## src/rtl/core/pcm_format_to_s16_converter_core_defines.svh

```systemverilog
// assertion macros shared by the pcm format converter core
`ifndef PCM_FORMAT_TO_S16_CONVERTER_CORE_DEFINES_SVH
`define PCM_FORMAT_TO_S16_CONVERTER_CORE_DEFINES_SVH

// same-cycle implication, sampled on clk, off while rst_n is low
`define PFS16_ASSERT_NOW(label, ante, cons, msg) \
    label: assert property (@(posedge clk) disable iff (!rst_n) (ante) |-> (cons)) \
        else $error(msg);

// next-cycle implication, sampled on clk, off while rst_n is low
`define PFS16_ASSERT_NEXT(label, ante, cons, msg) \
    label: assert property (@(posedge clk) disable iff (!rst_n) (ante) |=> (cons)) \
        else $error(msg);

`endif

```

## src/rtl/core/pfs16_pkg.sv

```systemverilog
// shared types, constants and helpers for the pcm format converter core
package pfs16_pkg;

    localparam int PADDR_W    = 4;
    localparam int PDATA_W    = 32;
    localparam int FRAME_W    = 24;
    localparam int SAMPLE_W   = 16;
    localparam int FIFO_DEPTH = 4;
    localparam int FIFO_PTR_W = $clog2(FIFO_DEPTH);
    localparam int FIFO_CNT_W = $clog2(FIFO_DEPTH + 1);

    // register indexes on the configuration port
    localparam logic [1:0] REG_SAMPLE_FORMAT = 2'd0;
    localparam logic [1:0] REG_CHANNEL_COUNT = 2'd1;
    localparam logic [1:0] REG_FRAME_COUNT   = 2'd2;

    typedef enum logic [2:0] {
        FMT_U8       = 3'd0,
        FMT_S16BE    = 3'd1,
        FMT_S16LE    = 3'd2,
        FMT_S24BE    = 3'd3,
        FMT_S24LE    = 3'd4,
        FMT_F32BE    = 3'd5,
        FMT_F32LE    = 3'd6,
        FMT_RESERVED = 3'd7
    } pfs16_fmt_t;

    // operand class seen by the float back end
    typedef enum logic [2:0] {
        CLS_INT,
        CLS_NAN,
        CLS_INF,
        CLS_ZERO,
        CLS_NORM
    } pfs16_cls_t;

    typedef struct packed {
        pfs16_fmt_t           fmt;
        logic [1:0]           channels;
        logic [FRAME_W-1:0]   frames;
    } pfs16_cfg_t;

    // word holds float bits, or the finished integer sample in its low half
    typedef struct packed {
        logic [31:0] word;
        logic        is_float;
        logic        channel;
        logic        last;
    } pfs16_entry_t;

    function automatic logic [2:0] bytes_per_sample(input pfs16_fmt_t fmt);
        logic [2:0] n;
        unique case (fmt)
            FMT_U8:                 n = 3'd1;
            FMT_S16BE, FMT_S16LE:   n = 3'd2;
            FMT_S24BE, FMT_S24LE:   n = 3'd3;
            FMT_F32BE, FMT_F32LE:   n = 3'd4;
            FMT_RESERVED:           n = 3'd0;
        endcase
        return n;
    endfunction

endpackage

```

## src/rtl/core/pfs16_front.sv

```systemverilog
// byte assembly, format decode and channel / frame counting
module pfs16_front
    import pfs16_pkg::*;
(
    input  logic          clk,
    input  logic          rst_n,
    input  pfs16_cfg_t    cfg,
    input  logic          in_valid,
    input  logic [7:0]    in_byte,
    input  logic          fifo_full,
    output logic          in_ready,
    output logic          push,
    output pfs16_entry_t  push_entry
);

    logic [1:0]         byte_pos_reg, byte_pos_next;
    logic [23:0]        asm_reg, asm_next;
    logic               chan_reg, chan_next;
    logic [FRAME_W-1:0] frames_reg, frames_next;

    logic [2:0]         n_bytes;
    logic               active;
    logic               complete;
    logic               frame_end;
    logic               is_last;
    logic [FRAME_W-1:0] frames_m1;

    assign in_ready = !fifo_full;

    always_comb
    begin
        n_bytes   = bytes_per_sample(cfg.fmt);
        active    = in_valid && in_ready && (cfg.fmt != FMT_RESERVED);
        complete  = ({1'b0, byte_pos_reg} + 3'd1) >= n_bytes;
        frame_end = !cfg.channels[1] || chan_reg;
        frames_m1 = cfg.frames - FRAME_W'(1);
        is_last   = frame_end && (frames_reg == frames_m1);
        push      = active && complete;

        push_entry.channel  = chan_reg;
        push_entry.last     = is_last;
        push_entry.is_float = 1'b0;
        unique case (cfg.fmt)
            FMT_U8:       push_entry.word = {16'h0000, in_byte ^ 8'h80, 8'h00};
            FMT_S16BE:    push_entry.word = {16'h0000, asm_reg[7:0], in_byte};
            FMT_S16LE:    push_entry.word = {16'h0000, in_byte, asm_reg[7:0]};
            FMT_S24BE:    push_entry.word = {16'h0000, asm_reg[15:0]};
            FMT_S24LE:    push_entry.word = {16'h0000, in_byte, asm_reg[7:0]};
            FMT_F32BE:
            begin
                push_entry.word     = {asm_reg, in_byte};
                push_entry.is_float = 1'b1;
            end
            FMT_F32LE:
            begin
                push_entry.word     = {in_byte, asm_reg[7:0], asm_reg[15:8], asm_reg[23:16]};
                push_entry.is_float = 1'b1;
            end
            FMT_RESERVED: push_entry.word = 32'h0000_0000;
        endcase

        byte_pos_next = byte_pos_reg;
        asm_next      = asm_reg;
        chan_next     = chan_reg;
        frames_next   = frames_reg;
        if (active)
        begin
            if (!complete)
            begin
                asm_next      = {asm_reg[15:0], in_byte};
                byte_pos_next = byte_pos_reg + 2'd1;
            end
            else
            begin
                asm_next      = '0;
                byte_pos_next = '0;
                if (is_last)
                begin
                    frames_next = '0;
                    chan_next   = 1'b0;
                end
                else if (frame_end)
                begin
                    frames_next = frames_reg + FRAME_W'(1);
                    chan_next   = 1'b0;
                end
                else
                begin
                    chan_next = 1'b1;
                end
            end
        end
    end

    always_ff @(posedge clk or negedge rst_n)
    begin
        if (!rst_n)
        begin
            byte_pos_reg <= '0;
            asm_reg      <= '0;
            chan_reg     <= 1'b0;
            frames_reg   <= '0;
        end
        else
        begin
            byte_pos_reg <= byte_pos_next;
            asm_reg      <= asm_next;
            chan_reg     <= chan_next;
            frames_reg   <= frames_next;
        end
    end

endmodule

```

## src/rtl/core/pfs16_fifo.sv

```systemverilog
// short queue between the front and back parts
`include "pcm_format_to_s16_converter_core_defines.svh"

module pfs16_fifo
    import pfs16_pkg::*;
(
    input  logic          clk,
    input  logic          rst_n,
    input  logic          push,
    input  pfs16_entry_t  push_entry,
    output logic          full,
    input  logic          pop,
    output pfs16_entry_t  pop_entry,
    output logic          empty
);

    pfs16_entry_t            mem_reg [FIFO_DEPTH];
    logic [FIFO_PTR_W-1:0]   wr_ptr_reg, wr_ptr_next;
    logic [FIFO_PTR_W-1:0]   rd_ptr_reg, rd_ptr_next;
    logic [FIFO_CNT_W-1:0]   count_reg, count_next;

    assign full      = (count_reg == FIFO_CNT_W'(FIFO_DEPTH));
    assign empty     = (count_reg == '0);
    assign pop_entry = mem_reg[rd_ptr_reg];

    always_comb
    begin
        wr_ptr_next = wr_ptr_reg;
        rd_ptr_next = rd_ptr_reg;
        if (push)
        begin
            wr_ptr_next = (wr_ptr_reg == FIFO_PTR_W'(FIFO_DEPTH - 1)) ? '0
                                                                       : wr_ptr_reg + 1'b1;
        end
        if (pop)
        begin
            rd_ptr_next = (rd_ptr_reg == FIFO_PTR_W'(FIFO_DEPTH - 1)) ? '0
                                                                       : rd_ptr_reg + 1'b1;
        end
        priority if (push && !pop)
        begin
            count_next = count_reg + 1'b1;
        end
        else if (pop && !push)
        begin
            count_next = count_reg - 1'b1;
        end
        else
        begin
            count_next = count_reg;
        end
    end

    always_ff @(posedge clk or negedge rst_n)
    begin
        if (!rst_n)
        begin
            wr_ptr_reg <= '0;
            rd_ptr_reg <= '0;
            count_reg  <= '0;
        end
        else
        begin
            wr_ptr_reg <= wr_ptr_next;
            rd_ptr_reg <= rd_ptr_next;
            count_reg  <= count_next;
        end
    end

    always_ff @(posedge clk)
    begin
        if (push)
        begin
            mem_reg[wr_ptr_reg] <= push_entry;
        end
    end

    `PFS16_ASSERT_NOW(a_no_overflow, push, !full, "queue written while full")
    `PFS16_ASSERT_NOW(a_no_underflow, pop, !empty, "queue read while empty")
    `PFS16_ASSERT_NEXT(a_count_up, push && !pop, count_reg == $past(count_reg) + 1'b1,
        "queue count did not follow a lone write")

endmodule

```

## src/rtl/core/pfs16_back.sv

```systemverilog
// float scaling pipeline and output register
module pfs16_back
    import pfs16_pkg::*;
(
    input  logic                clk,
    input  logic                rst_n,
    input  logic                fifo_empty,
    input  pfs16_entry_t        pop_entry,
    output logic                pop,
    output logic                m_axis_tvalid,
    input  logic                m_axis_tready,
    output logic [SAMPLE_W-1:0] m_axis_tdata,
    output logic [1:0]          m_axis_tuser,
    output logic                m_axis_tlast
);

    // stage 1: classify and form sig * 32767 as (sig << 15) - sig
    logic               s1_valid_reg, s1_valid_next;
    pfs16_cls_t         s1_cls_reg, s1_cls_next;
    logic               s1_neg_reg;
    logic [7:0]         s1_ex_reg;
    logic [38:0]        s1_prod_reg, s1_prod_next;   // integer sample in low bits
    logic               s1_channel_reg, s1_last_reg;

    // stage 2: round to 24 bits, work out the shift
    logic               s2_valid_reg, s2_valid_next;
    pfs16_cls_t         s2_cls_reg;
    logic               s2_neg_reg;
    logic [24:0]        s2_keep_reg, s2_keep_next;
    logic               s2_big_reg, s2_big_next;
    logic [4:0]         s2_shamt_reg, s2_shamt_next;
    logic               s2_channel_reg, s2_last_reg;

    // output register
    logic               out_valid_reg, out_valid_next;
    logic [SAMPLE_W-1:0] sample_reg, sample_next;
    logic               clipped_reg, clipped_next;
    logic               channel_reg, last_reg;

    logic               out_ready, s2_ready, s1_ready;
    logic [23:0]        sig;
    logic [7:0]         ex;
    logic [22:0]        man;
    logic [23:0]        keep;
    logic               round_up;
    logic [4:0]         sh;
    logic signed [9:0]  t_sh;
    logic [24:0]        mag;

    assign out_ready = !out_valid_reg || m_axis_tready;
    assign s2_ready  = !s2_valid_reg || out_ready;
    assign s1_ready  = !s1_valid_reg || s2_ready;
    assign pop       = !fifo_empty && s1_ready;

    assign s1_valid_next  = s1_ready ? pop : s1_valid_reg;
    assign s2_valid_next  = s2_ready ? s1_valid_reg : s2_valid_reg;
    assign out_valid_next = out_ready ? s2_valid_reg : out_valid_reg;

    always_comb
    begin
        ex  = pop_entry.word[30:23];
        man = pop_entry.word[22:0];
        sig = {1'b1, man};
        s1_prod_next = {sig, 15'b0} - {15'b0, sig};
        priority if (!pop_entry.is_float)
        begin
            s1_cls_next  = CLS_INT;
            s1_prod_next = {23'b0, pop_entry.word[15:0]};
        end
        else if (ex == 8'hFF)
        begin
            s1_cls_next = (man != '0) ? CLS_NAN : CLS_INF;
        end
        else if (ex == 8'h00)
        begin
            s1_cls_next = CLS_ZERO;
        end
        else
        begin
            s1_cls_next = CLS_NORM;
        end
    end

    // a normal significand times 32767 has its top bit at 38 or 37
    always_comb
    begin
        if (s1_prod_reg[38])
        begin
            keep     = s1_prod_reg[38:15];
            round_up = s1_prod_reg[14] && ((|s1_prod_reg[13:0]) || s1_prod_reg[15]);
            sh       = 5'd15;
        end
        else
        begin
            keep     = s1_prod_reg[37:14];
            round_up = s1_prod_reg[13] && ((|s1_prod_reg[12:0]) || s1_prod_reg[14]);
            sh       = 5'd14;
        end
        t_sh          = 10'sd150 - $signed({2'b00, s1_ex_reg}) - $signed({5'b00000, sh});
        s2_big_next   = (t_sh <= 10'sd0);
        s2_shamt_next = (t_sh >= 10'sd25) ? 5'd25 : t_sh[4:0];
        if (s1_cls_reg == CLS_INT)
        begin
            s2_keep_next = s1_prod_reg[24:0];
        end
        else
        begin
            s2_keep_next = {1'b0, keep} + {24'b0, round_up};
        end
    end

    always_comb
    begin
        mag          = s2_keep_reg >> s2_shamt_reg;
        sample_next  = '0;
        clipped_next = 1'b0;
        unique case (s2_cls_reg)
            CLS_INT:
            begin
                sample_next = s2_keep_reg[15:0];
            end
            CLS_NAN, CLS_ZERO:
            begin
                sample_next = '0;
            end
            CLS_INF:
            begin
                sample_next  = s2_neg_reg ? 16'h8000 : 16'h7FFF;
                clipped_next = 1'b1;
            end
            CLS_NORM:
            begin
                if (s2_neg_reg)
                begin
                    if (s2_big_reg || (mag > 25'd32768))
                    begin
                        sample_next  = 16'h8000;
                        clipped_next = 1'b1;
                    end
                    else
                    begin
                        sample_next = 16'h0000 - mag[15:0];
                    end
                end
                else
                begin
                    if (s2_big_reg || (mag > 25'd32767))
                    begin
                        sample_next  = 16'h7FFF;
                        clipped_next = 1'b1;
                    end
                    else
                    begin
                        sample_next = mag[15:0];
                    end
                end
            end
            default:
            begin
                sample_next = '0;
            end
        endcase
    end

    always_ff @(posedge clk or negedge rst_n)
    begin
        if (!rst_n)
        begin
            s1_valid_reg  <= 1'b0;
            s2_valid_reg  <= 1'b0;
            out_valid_reg <= 1'b0;
        end
        else
        begin
            s1_valid_reg  <= s1_valid_next;
            s2_valid_reg  <= s2_valid_next;
            out_valid_reg <= out_valid_next;
        end
    end

    always_ff @(posedge clk)
    begin
        if (pop)
        begin
            s1_cls_reg     <= s1_cls_next;
            s1_neg_reg     <= pop_entry.word[31];
            s1_ex_reg      <= ex;
            s1_prod_reg    <= s1_prod_next;
            s1_channel_reg <= pop_entry.channel;
            s1_last_reg    <= pop_entry.last;
        end
        if (s2_ready && s1_valid_reg)
        begin
            s2_cls_reg     <= s1_cls_reg;
            s2_neg_reg     <= s1_neg_reg;
            s2_keep_reg    <= s2_keep_next;
            s2_big_reg     <= s2_big_next;
            s2_shamt_reg   <= s2_shamt_next;
            s2_channel_reg <= s1_channel_reg;
            s2_last_reg    <= s1_last_reg;
        end
        if (out_ready && s2_valid_reg)
        begin
            sample_reg  <= sample_next;
            clipped_reg <= clipped_next;
            channel_reg <= s2_channel_reg;
            last_reg    <= s2_last_reg;
        end
    end

    assign m_axis_tvalid = out_valid_reg;
    assign m_axis_tdata  = sample_reg;
    assign m_axis_tuser  = {clipped_reg, channel_reg};
    assign m_axis_tlast  = last_reg;

endmodule

```

## src/rtl/core/pcm_format_to_s16_converter_core.sv

```systemverilog
// top level of the pcm format to signed 16-bit converter
//
// raw audio bytes enter on the s_axis side, one byte per beat, in stream order.
// a beat that ends a sample pushes it into a four-entry queue; the back part
// scales floats by 32767 (round to single, truncate, saturate) and presents one
// signed 16-bit sample per beat on m_axis: tdata is the sample, tuser[0] the
// channel, tuser[1] the clipped flag, tlast marks the last sample of the block.
// the byte side takes one byte per cycle while the queue is not full; a finished
// sample passes through the queue slot, the product stage, the rounding stage
// and then the output register before it appears on m_axis.
// the output register and the queue let the byte side keep going while a
// result waits; when the receiver stalls, the pipeline fills and s_axis_tready
// drops only once the queue is full.
// reset clears the byte assembly, channel and frame counters and the pipeline;
// registers return to u8, mono, one frame. configure over apb between blocks.
module pcm_format_to_s16_converter_core
    import pfs16_pkg::*;
(
    input  logic                clk,
    input  logic                rst_n,
    input  logic                psel,
    input  logic                penable,
    input  logic                pwrite,
    input  logic [PADDR_W-1:0]  paddr,
    input  logic [PDATA_W-1:0]  pwdata,
    output logic [PDATA_W-1:0]  prdata,
    output logic                pready,
    input  logic                s_axis_tvalid,
    output logic                s_axis_tready,
    input  logic [7:0]          s_axis_tdata,   // [7:0] in_byte
    output logic                m_axis_tvalid,
    input  logic                m_axis_tready,
    output logic [SAMPLE_W-1:0] m_axis_tdata,   // [15:0] sample
    output logic [1:0]          m_axis_tuser,   // [0] channel, [1] clipped
    output logic                m_axis_tlast
);

    pfs16_fmt_t          fmt_reg;
    logic [1:0]          chan_cnt_reg;
    logic [FRAME_W-1:0]  frame_cnt_reg;
    logic                wr_en;

    pfs16_cfg_t          cfg;
    logic                push, pop, full, empty;
    pfs16_entry_t        push_entry, pop_entry;

    assign pready = 1'b1;
    assign wr_en  = psel && penable && pwrite && pready;

    always_ff @(posedge clk or negedge rst_n)
    begin
        if (!rst_n)
        begin
            fmt_reg       <= FMT_U8;
            chan_cnt_reg  <= 2'd1;
            frame_cnt_reg <= FRAME_W'(1);
        end
        else if (wr_en)
        begin
            unique case (paddr[3:2])
                REG_SAMPLE_FORMAT: fmt_reg       <= pfs16_fmt_t'(pwdata[2:0]);
                REG_CHANNEL_COUNT: chan_cnt_reg  <= pwdata[1:0];
                REG_FRAME_COUNT:   frame_cnt_reg <= pwdata[FRAME_W-1:0];
                default:
                begin
                end
            endcase
        end
    end

    always_comb
    begin
        unique case (paddr[3:2])
            REG_SAMPLE_FORMAT: prdata = {29'b0, fmt_reg};
            REG_CHANNEL_COUNT: prdata = {30'b0, chan_cnt_reg};
            REG_FRAME_COUNT:   prdata = {8'b0, frame_cnt_reg};
            default:           prdata = '0;
        endcase
    end

    assign cfg.fmt      = fmt_reg;
    assign cfg.channels = chan_cnt_reg;
    assign cfg.frames   = frame_cnt_reg;

    pfs16_front u_front (
        .clk        (clk),
        .rst_n      (rst_n),
        .cfg        (cfg),
        .in_valid   (s_axis_tvalid),
        .in_byte    (s_axis_tdata),
        .fifo_full  (full),
        .in_ready   (s_axis_tready),
        .push       (push),
        .push_entry (push_entry)
    );

    pfs16_fifo u_fifo (
        .clk        (clk),
        .rst_n      (rst_n),
        .push       (push),
        .push_entry (push_entry),
        .full       (full),
        .pop        (pop),
        .pop_entry  (pop_entry),
        .empty      (empty)
    );

    pfs16_back u_back (
        .clk           (clk),
        .rst_n         (rst_n),
        .fifo_empty    (empty),
        .pop_entry     (pop_entry),
        .pop           (pop),
        .m_axis_tvalid (m_axis_tvalid),
        .m_axis_tready (m_axis_tready),
        .m_axis_tdata  (m_axis_tdata),
        .m_axis_tuser  (m_axis_tuser),
        .m_axis_tlast  (m_axis_tlast)
    );

endmodule
```

## config.mk

```make
export PLATFORM = sky130hd
export DESIGN_NAME = pcm_format_to_s16_converter_core
export DESIGN_NICKNAME = d
export VERILOG_FILES = /design/src/rtl/core/pfs16_pkg.sv /design/src/rtl/core/pfs16_front.sv /design/src/rtl/core/pfs16_fifo.sv /design/src/rtl/core/pfs16_back.sv /design/src/rtl/core/pcm_format_to_s16_converter_core.sv
export VERILOG_INCLUDE_DIRS = /design/src /design/src/rtl/core
export SDC_FILE = /design/constraint.sdc
export NUM_CORES = 1
export LEC_CHECK = 0
export ABC_CLOCK_PERIOD_IN_PS = 4300
export BUFFER_PORTS_ARGS = -buffer_cell sky130_fd_sc_hd__buf_2
export CORE_ASPECT_RATIO = 0.5
export CORE_MARGIN = 10
export CORE_UTILIZATION = 45
export DETAILED_ROUTE_END_ITERATION = 16
export PLACE_DENSITY_LB_ADDON = 0.08
export SLEW_MARGIN = 20
export SYNTH_ARGS = -nofsm -noshare
export SYNTH_HDL_FRONTEND = slang
export SYNTH_SLANG_ARGS = --single-unit
```

## constraint.sdc

```tcl
create_clock -name clk -period 4.3 [get_ports clk]
set_clock_uncertainty 0.15 [all_clocks]
set_input_delay 1.29 -clock clk [delete_from_list [all_inputs] [get_ports clk]]
set_output_delay 1.29 -clock clk [all_outputs]
set_load 0.1 [all_outputs]
```

==> impl_metrics.tcl <==
set metrics [dict create \
    status "completed" \
    hold_viol 0 \
    synth_edf_count 249 \
    p_leak_nw 8.28 \
    synthDistinctLibCells 94 \
    slew_violations 0 \
    pre_cts_ws_ns 0.149 \
    mostFrequentLayoutCell "edfxtp_1" \
    min_path_type "flop to flop" \
    fmax_mhz 245 \
    htree_levels 1 \
    synth.area.top_cells "edfxtp_1 (39%), dfrtp_1 (11%), mux4_2 (6.4%)" \
    hpwl_mm 35.8 \
    drt_first_iter_violations 1254 \
    power.density_mw_per_mm2 840 \
    setup_ws_ns 0.217 \
    cp.required_ns 4.60 \
    final_util 0.522 \
    cp-start-kind "flop" \
    gp_congestion 0.896 \
    fillers 3732 \
    yosys_most_used_dff "edfxtp_1" \
    post_cts_buffers 0 \
    grt_first_pass_wirelength_mm 78.9 \
    ys_seq_area_frac 0.504 \
    slew_headroom 0.326 \
    clk_pin_slew_ns 0.07 \
    drtAntennaViolNets 0 \
    dieArea_mm2 0.0521 \
    numClockSinks 339 \
    syn_area_mm2 0.0193 \
    synth_warnings 0 \
    io_buffers 85 \
    seq_area_mm2 0.00974 \
    endpoint_kind "flop" \
    rsz0062_at_grt "no" \
    cts_hold_buf 0 \
    coreArea_mm2 0.0422 \
    ios 105 \
    vias 13900 \
    finalSetupViolations 0 \
    clockBufferDepth 3 \
    syn2layout_area_growth_pct 13.9 \
    layout_common_cells "edfxtp_1 (249), nand2_1 (189), nor2_1 (127)" \
    antenna_found_initial 0 \
    gr-total-overflow 0 \
    path_class "flop to flop" \
    cts-root-buf "clkbuf_16" \
    fin_nets 1884 \
    dr.pass1.iters 7 \
    grtUsageTotal 0.186 \
    avgSynthCellArea_um2 11.3 \
    ys_seq_elements 339 \
    rows 53 \
    cts_buffers 31 \
    critical_path_peak_fanout 35 \
    cts_tree "done" \
    grt_max_degree 63 \
    die_width_um 313 \
    synth_top_area_frac 0.387 \
    finalCriticalPeriod_ns 4.08 \
    n_antenna_cell 0 \
    drt-vias-per-instance 5.79 \
    drc 0 \
    clk_latency_ns 0.60 \
    die_y_um 167 \
    synth-async-reset-ratio 0.265 \
    cp.arrival_ns 4.38 \
    start_util 0.458 \
    yosys.area.top_type "edfxtp_1" \
    synthCells 1713 \
    max_cap_viol_count 0 \
    multiInputGateArea_mm2 0.00898 \
    largest_reg_flops 140 \
    wl_per_cell_um 20.7 \
    worstMarginPinSlew_ns 1.01 \
    first_global_vias 13800 \
    wl_mm 49.7 \
    drive_gt1_frac 0.186 \
    fin_crit_sh 0.950 \
    ir_worst_vdd_uv 448 \
]
==> area by class of cell <==
class,count,share of cell area
Sequential cell,339,0.442
Multi-Input combinational cell,1223,0.408
Clock buffer,39,0.0370
Clock inverter,19,0.0105
Tap cell,577,0.0328
Timing Repair Buffer,151,0.0605
Inverter,54,0.00920
==> critical path, cell delays in order (launching register included) <==
cell       delay, ns
edfxtp_1        0.43
buf_12          0.24
mux4_1          0.57
and2_1          0.19
a2111oi_0       0.46
o32a_1          0.34
nand4b_1        0.25
or4_4           0.64
a31oi_4         0.42
o211ai_2        0.14
nand2_1         0.10
==> report_power, final <==
part / internal, W / total (W) / switching, W
logic: 0.00379 / 0.00953 / 0.00574
registers: 0.00503 / 0.00613 / 0.00110
clock network: 0.00160 / 0.00286 / 0.00125
total: 0.0104 / 0.0185 / 0.00810
==> cell usage after synthesis, types with 7 or more instances <==
| library cell | count |
|---|---|
| nor4_1 | 17 |
| nor2b_1 | 12 |
| a21o_1 | 13 |
| a221o_1 | 16 |
| xor2_1 | 65 |
| and2_1 | 36 |
| or3_1 | 9 |
| nor2_1 | 127 |
| or2_2 | 7 |
| o21ai_0 | 98 |
| nand2_1 | 189 |
| or4_1 | 9 |
| nand3_1 | 49 |
| a222oi_1 | 11 |
| dfrtp_1 | 88 |
| nor3_1 | 42 |
| a22oi_1 | 26 |
| a21oi_1 | 54 |
| ha_1 | 32 |
| mux2_2 | 48 |
| inv_1 | 51 |
| buf_2 | 13 |
| and3_1 | 21 |
| nor3b_1 | 9 |
| nand4_1 | 15 |
| buf_4 | 15 |
| nand2b_1 | 15 |
| mux4_2 | 55 |
| clkbuf_1 | 66 |
| mux2i_1 | 46 |
| edfxtp_1 | 249 |
| xnor2_1 | 68 |
| o22ai_1 | 7 |
| buf_1 | 7 |
==> final timing paths <==
| path | startpoint | to | slack, ns | cells past startpoint |
|---|---|---|---|---|
| worst max-delay path | u_back.s2_shamt_reg[0] | u_back.m_axis_tdata[12] | 0.22 | 10 |
| max in group asynchronous | rst_n | frame_cnt_reg[0] | 2.66 | 2 |
| min in group asynchronous | rst_n | u_fifo.count_reg[2] | 0.64 | 1 |
| worst min-delay path | u_back.s1_last_reg | u_back.s2_last_reg | 0.27 | 0 |
| worst max register to register | u_back.s2_shamt_reg[0] | u_back.m_axis_tdata[12] | 0.22 | 10 |
| worst min register to register | u_back.s1_last_reg | u_back.s2_last_reg | 0.27 | 0 |
==> per-layer routing <==
metal,part of all wire,global-route usage,wire length [um],vias up
met5,0,0,0,-
met4,0.025,0.0514,1240,0
met3,0.050,0.0276,2470,91
met2,0.49,0.317,24500,408
met1,0.43,0.244,21500,6881
li1,-,-,-,6537
==> cell families after synthesis <==
logic type                 Yosys count  share of synthesized area
buffers and inverters              158                     0.0353
and+or+nand+nor                    586                      0.149
other                                2                   0.000389
muxes                              153                      0.121
DFF                                339                      0.504
adders and majority gates           33                     0.0218
xor gates and xnor gates           133                     0.0603
AOI/OAI and AO/OA                  309                      0.109
==> repair_timing <==
action                                  CTS  global route
hold endpoints to repair                  0             0
endpoints found under the setup margin    0            10
gates resized for setup                   0             2
==> per-stage QoR <==
| stage | instance area, um^2 | instances | hold WS, ns | total power [W] | setup TNS (ns) |
|---|---|---|---|---|---|
| floorplan | 19400 | 1720 | 0.250 | 0.0128 | -0.121 |
| global placement | 21000 | 2344 | 0.263 | 0.0155 | 0 |
| CTS | 22000 | 2402 | 0.277 | 0.0186 | 0 |
| finish | 22000 | 2402 | 0.275 | 0.0185 | 0 |
| detailed placement | 21000 | 2344 | 0.261 | 0.0157 | 0 |
| global route | 22000 | 2402 | 0.295 | 0.0197 | 0 |
No activity file was read; power rests on OpenSTA's default activity.
